## config.mk

```make
export PLATFORM = sky130hd
export DESIGN_NAME = rpn_front
export DESIGN_NICKNAME = d
export VERILOG_FILES = /design/src/sv/rpn_pkg.sv /design/src/sv/rpn_front.sv
export SDC_FILE = /design/constraint.sdc
export NUM_CORES = 1
export LEC_CHECK = 0
export BUFFER_PORTS_ARGS = -buffer_cell sky130_fd_sc_hd__clkbuf_2
export CAP_MARGIN = 30
export CORE_ASPECT_RATIO = 1.5
export CORE_MARGIN = 4
export CORE_UTILIZATION = 50
export DETAILED_ROUTE_END_ITERATION = 12
export GPL_ROUTABILITY_DRIVEN = 0
export PLACE_DENSITY_LB_ADDON = 0.25
export RECOVER_POWER = 25
export SETUP_SLACK_MARGIN = 0.4
export SLEW_MARGIN = 20
export SYNTH_ARGS = -nofsm -noshare
export SYNTH_HDL_FRONTEND = slang
export SYNTH_SLANG_ARGS = --single-unit
```

## constraint.sdc

```tcl
create_clock -name clk -period 2.5 [get_ports clk]
set_clock_uncertainty 0.15 [all_clocks]
set_input_delay 0 -clock clk [delete_from_list [all_inputs] [get_ports clk]]
set_output_delay 0 -clock clk [all_outputs]
set_load 0.05 [all_outputs]
```

## src/sv/rpn_pkg.sv

```systemverilog
package rpn_pkg;

    typedef enum logic [2:0] {
        CMD_PUSH   = 3'd0,
        CMD_ADD    = 3'd1,
        CMD_SUB    = 3'd2,
        CMD_MUL    = 3'd3,
        CMD_DIV    = 3'd4,
        CMD_MOD    = 3'd5,
        CMD_FINISH = 3'd6,
        CMD_UNK    = 3'd7
    } cmd_t;

    typedef struct packed {
        logic [2:0]         command;
        logic signed [31:0] value;
    } in_item_t;

    typedef struct packed {
        logic signed [31:0] top_value;
        logic [7:0]         depth;
        logic [1:0]         underflows;
        logic               overflow;
        logic               zero_divisor;
        logic               unknown_command;
    } out_item_t;

    // front part's classified beat
    typedef struct packed {
        cmd_t               cmd;
        logic signed [31:0] value;
    } op_t;

    typedef enum logic [3:0] {
        ST_IDLE,
        ST_POPB,
        ST_POPA,
        ST_MUL,
        ST_DIVINIT,
        ST_DIVRUN,
        ST_DIVFIX,
        ST_WRITE,
        ST_TOP,
        ST_TOPRD,
        ST_OUT
    } state_t;

    localparam logic signed [31:0] SAT_MAX = 32'sh7FFF_FFFF;
    localparam logic signed [31:0] SAT_MIN = 32'sh8000_0000;

endpackage

```

## src/sv/rpn_front.sv

```systemverilog
module rpn_front (
    input  logic             clk,
    input  logic             rst_n,
    input  rpn_pkg::in_item_t in_item,
    input  logic             push,
    output logic             full,
    output rpn_pkg::op_t     op,
    output logic             op_valid,
    input  logic             op_take
);
    import rpn_pkg::*;

    // two-entry queue between front and back
    op_t        q_reg [2];
    logic [1:0] cnt_reg, cnt_next;
    logic       rd_reg, rd_next;
    logic       wr_reg, wr_next;
    logic       do_push, do_pop;

    assign full     = cnt_reg == 2'd2;
    assign do_push  = push && !full;
    assign do_pop   = op_take && op_valid;
    assign op_valid = cnt_reg != 2'd0;
    assign op       = q_reg[rd_reg];

    always_comb
    begin
        cnt_next = cnt_reg + {1'b0, do_push} - {1'b0, do_pop};
        rd_next  = rd_reg ^ do_pop;
        wr_next  = wr_reg ^ do_push;
    end

    always_ff @(posedge clk or negedge rst_n)
    begin
        if (!rst_n)
        begin
            cnt_reg <= '0;
            rd_reg  <= 1'b0;
            wr_reg  <= 1'b0;
        end
        else
        begin
            cnt_reg <= cnt_next;
            rd_reg  <= rd_next;
            wr_reg  <= wr_next;
        end
    end

    // classify: only push keeps its operand
    always_ff @(posedge clk)
    begin
        if (do_push)
        begin
            q_reg[wr_reg].cmd   <= cmd_t'(in_item.command);
            q_reg[wr_reg].value <= (in_item.command == CMD_PUSH) ? in_item.value : '0;
        end
    end
endmodule

```

==> results.toml <==
[outcome]
status = "finished, final reports clean"

[placed_design]
placed_cells = 312
place.detailed.hpwl_microns = 3410
dp_slack_ns = 0.716
io_buffers = 75

[global_route]
grt_usage_pct = 15.0
overflow = 0
grt_pass1_wl_microns = 8430
grt_max_degree = 36
antenna_found_initial = 0
grt_pass1_vias = 1826

[cells_and_area]
area_growth_pct = 32.3
final_nets = 331
largest_reg_flops = 70
finalNonFillerCells = 366
drive_gt1_share_pct = 42.8
n_antenna_cell = 0
layout_common_cells = "clkbuf_2 (70), edfxtp_1 (70), dlygate4sd3_1 (39)"

[synth]
synth_warnings = 0
synth.distinct_cells = 15
synthSimpleGateAreaFrac_pct = 7.66
yosysSeqAreaShare_pct = 70.5
netlist_area_sq_um = 3120
synth_nets = 208
postSynthCellCount = 165
synthXorXnorAreaFrac_pct = 0.842
synthAdderAreaFrac_pct = 1.60
synthMuxAreaShare_pct = 16.1
synth_compound_area_share_pct = 0.240
synth_top_family_by_area = "multiplexers"
synth-seq-cells = 74
postSynthAreaPerCell_sq_um = 18.9

[critical_path]
worstReg2RegEnd = "q_reg[1][9]$_DFFE_PP_"
end_kind = "primary output"
worst_r2r_path_depth = 4
cp_max_fo = 12
crit_path_start_kind = "register"
worst-r2r-setup-slack_ns = 0.70
crit_path_end = "op[34]"
cp.arrival_ns = 1.88
slowest_delay_ns = 0.60
cp_slowest_cell = "dfrtp_1"
critPathKind = "register to primary output"
cp.required_ns = 2.35
path_cells = "buf_4 -> mux2_2 -> clkbuf_2"
reg2reg_from = "cnt_reg[1]$_DFF_PN0_"
crit_start = "rd_reg$_DFF_PN0_"

[sta]
maxSlewViolCount = 0
finalHoldViolations = 0
fin_crit_ns = 2.03
setup_viol = 0
tns_ns = 0
fin_crit_sh_pct = 81.2
fmax_mhz = 493
worstMarginPinSlew_ns = 1.05
setup_ws_ns = 0.471
rsz0062_at_grt = "false"
holdWs_ns = 0.309
slew-limit-headroom_pct = 29.8

[hold_path]
hold_class = "input pin to register"

[clock_network]
cts_tree = "yes"
clockBufferDepth = 2
clock_latency_ns = 0.33
post-cts-setup-buffer-count = 0
clk_pin_slew_ns = 0.07
cts_htree_levels = 3
clock-sinks = 74
root_buffer = "clkbuf_8"
cts_buffers = 9

[floorplanning]
coreArea_sq_um = 6090
die_w_microns = 72.5
die_area_sq_um = 7600
io_pins = 76
fp-row-count = 35
dieHeight_microns = 105
start_util_pct = 51.3

[pwr]
p_per_area_nw_per_um2 = 1190
total_power_mw = 4.90
vdd_drop_max_mv = 0.722
cellLeakagePower_nw = 1.72

[detailed_routing]
num_vias = 1749
post-route-drc-count = 0
routedWlPerCell_microns = 14.6
via_per_inst = 4.78
routed_wl_microns = 5330
drtIter0Drc = 56
ant_nets = 0
dr.pass1.iters = 4

[job]
maxCapViolations = 0
kinds of logic (layout without fill, tap and decap cells):
logic type / count (synthesis) / after routing
DFF: 74 / 74
adders and majority gates: 4 / 4
AOI/OAI and AO/OA: 1 / 1
buffers and inverters: 11 / 138
and+or+nand+nor: 37 / 37
muxes: 35 / 35
xor gates and xnor gates: 3 / 3
cells in the mapped netlist:
cell type  count  share of area, %
or2_2          1              0.20
ha_1           4               1.6
inv_1          4              0.48
nand2_1        1              0.12
mux2_4        29                14
nor3_4         1              0.52
o21a_1         1              0.24
dfrtp_1        4               3.2
xor2_1         1              0.28
xnor2_1        2              0.56
nand2b_1       1              0.20
and2_1        33               6.6
buf_6          7               2.5
mux2_2         6               2.2
edfxtp_1      70                67
stage by stage:
step,cell area (sq um),utilization [%]
finish,4130,67.9
global route,4130,67.9
CTS,4140,68.1
detailed placement,3580,58.8
global placement,3580,58.8
floorplan,3120,-
per-layer routing:
metal	wire length, microns	track usage (%)	vias up
met5	0	0	-
met4	85	5.54	0
met3	291	3.85	7
met2	2970	27.6	57
met1	1990	16.1	837
li1	-	-	848
report_power, final:
| part | total, mW | internal [mW] | switching (mW) |
|---|---|---|---|
| logic | 2.28 | 0.768 | 1.51 |
| clock network | 0.819 | 0.444 | 0.375 |
| registers | 1.80 | 1.70 | 0.107 |
| total | 4.90 | 2.91 | 2.00 |
critical path, delay by kind of cell, from the launching register on:
kind                   cells  cell delay [ns]
DFF                        1             0.60
buffers and inverters      2             0.57
muxes                      1             0.38
repair_timing:
action / CTS / global route
endpoints found under the hold margin: 76 / 0
resized for setup: 0 / 0
hold buffers: 39 / 0
worst min path at each step:
stage | start | endpoint | depth (start not counted)
after global placement | rst_n | cnt_reg[0]$_DFF_PN0_ | 1
final | in_item[33] | q_reg[0][33]$_DFFE_PP_ | 2
after global routing | in_item[33] | q_reg[0][33]$_DFFE_PP_ | 2
after detailed placement | rst_n | cnt_reg[1]$_DFF_PN0_ | 1
after floorplan | rst_n | cnt_reg[0]$_DFF_PN0_ | 0
after CTS | in_item[33] | q_reg[0][33]$_DFFE_PP_ | 2
area by class of cell:
cell class | instances | area (sq um)
clock buffers | 10 | 128
fillers | 419 | 1960
flip-flops and latches | 74 | 2200
well taps | 74 | 92.6
multi-input cells | 80 | 825
clock inverters | 5 | 46.3
repair buffers | 119 | 822
inverters | 4 | 15.0
Note: power is estimated with default switching activity, not from simulation.
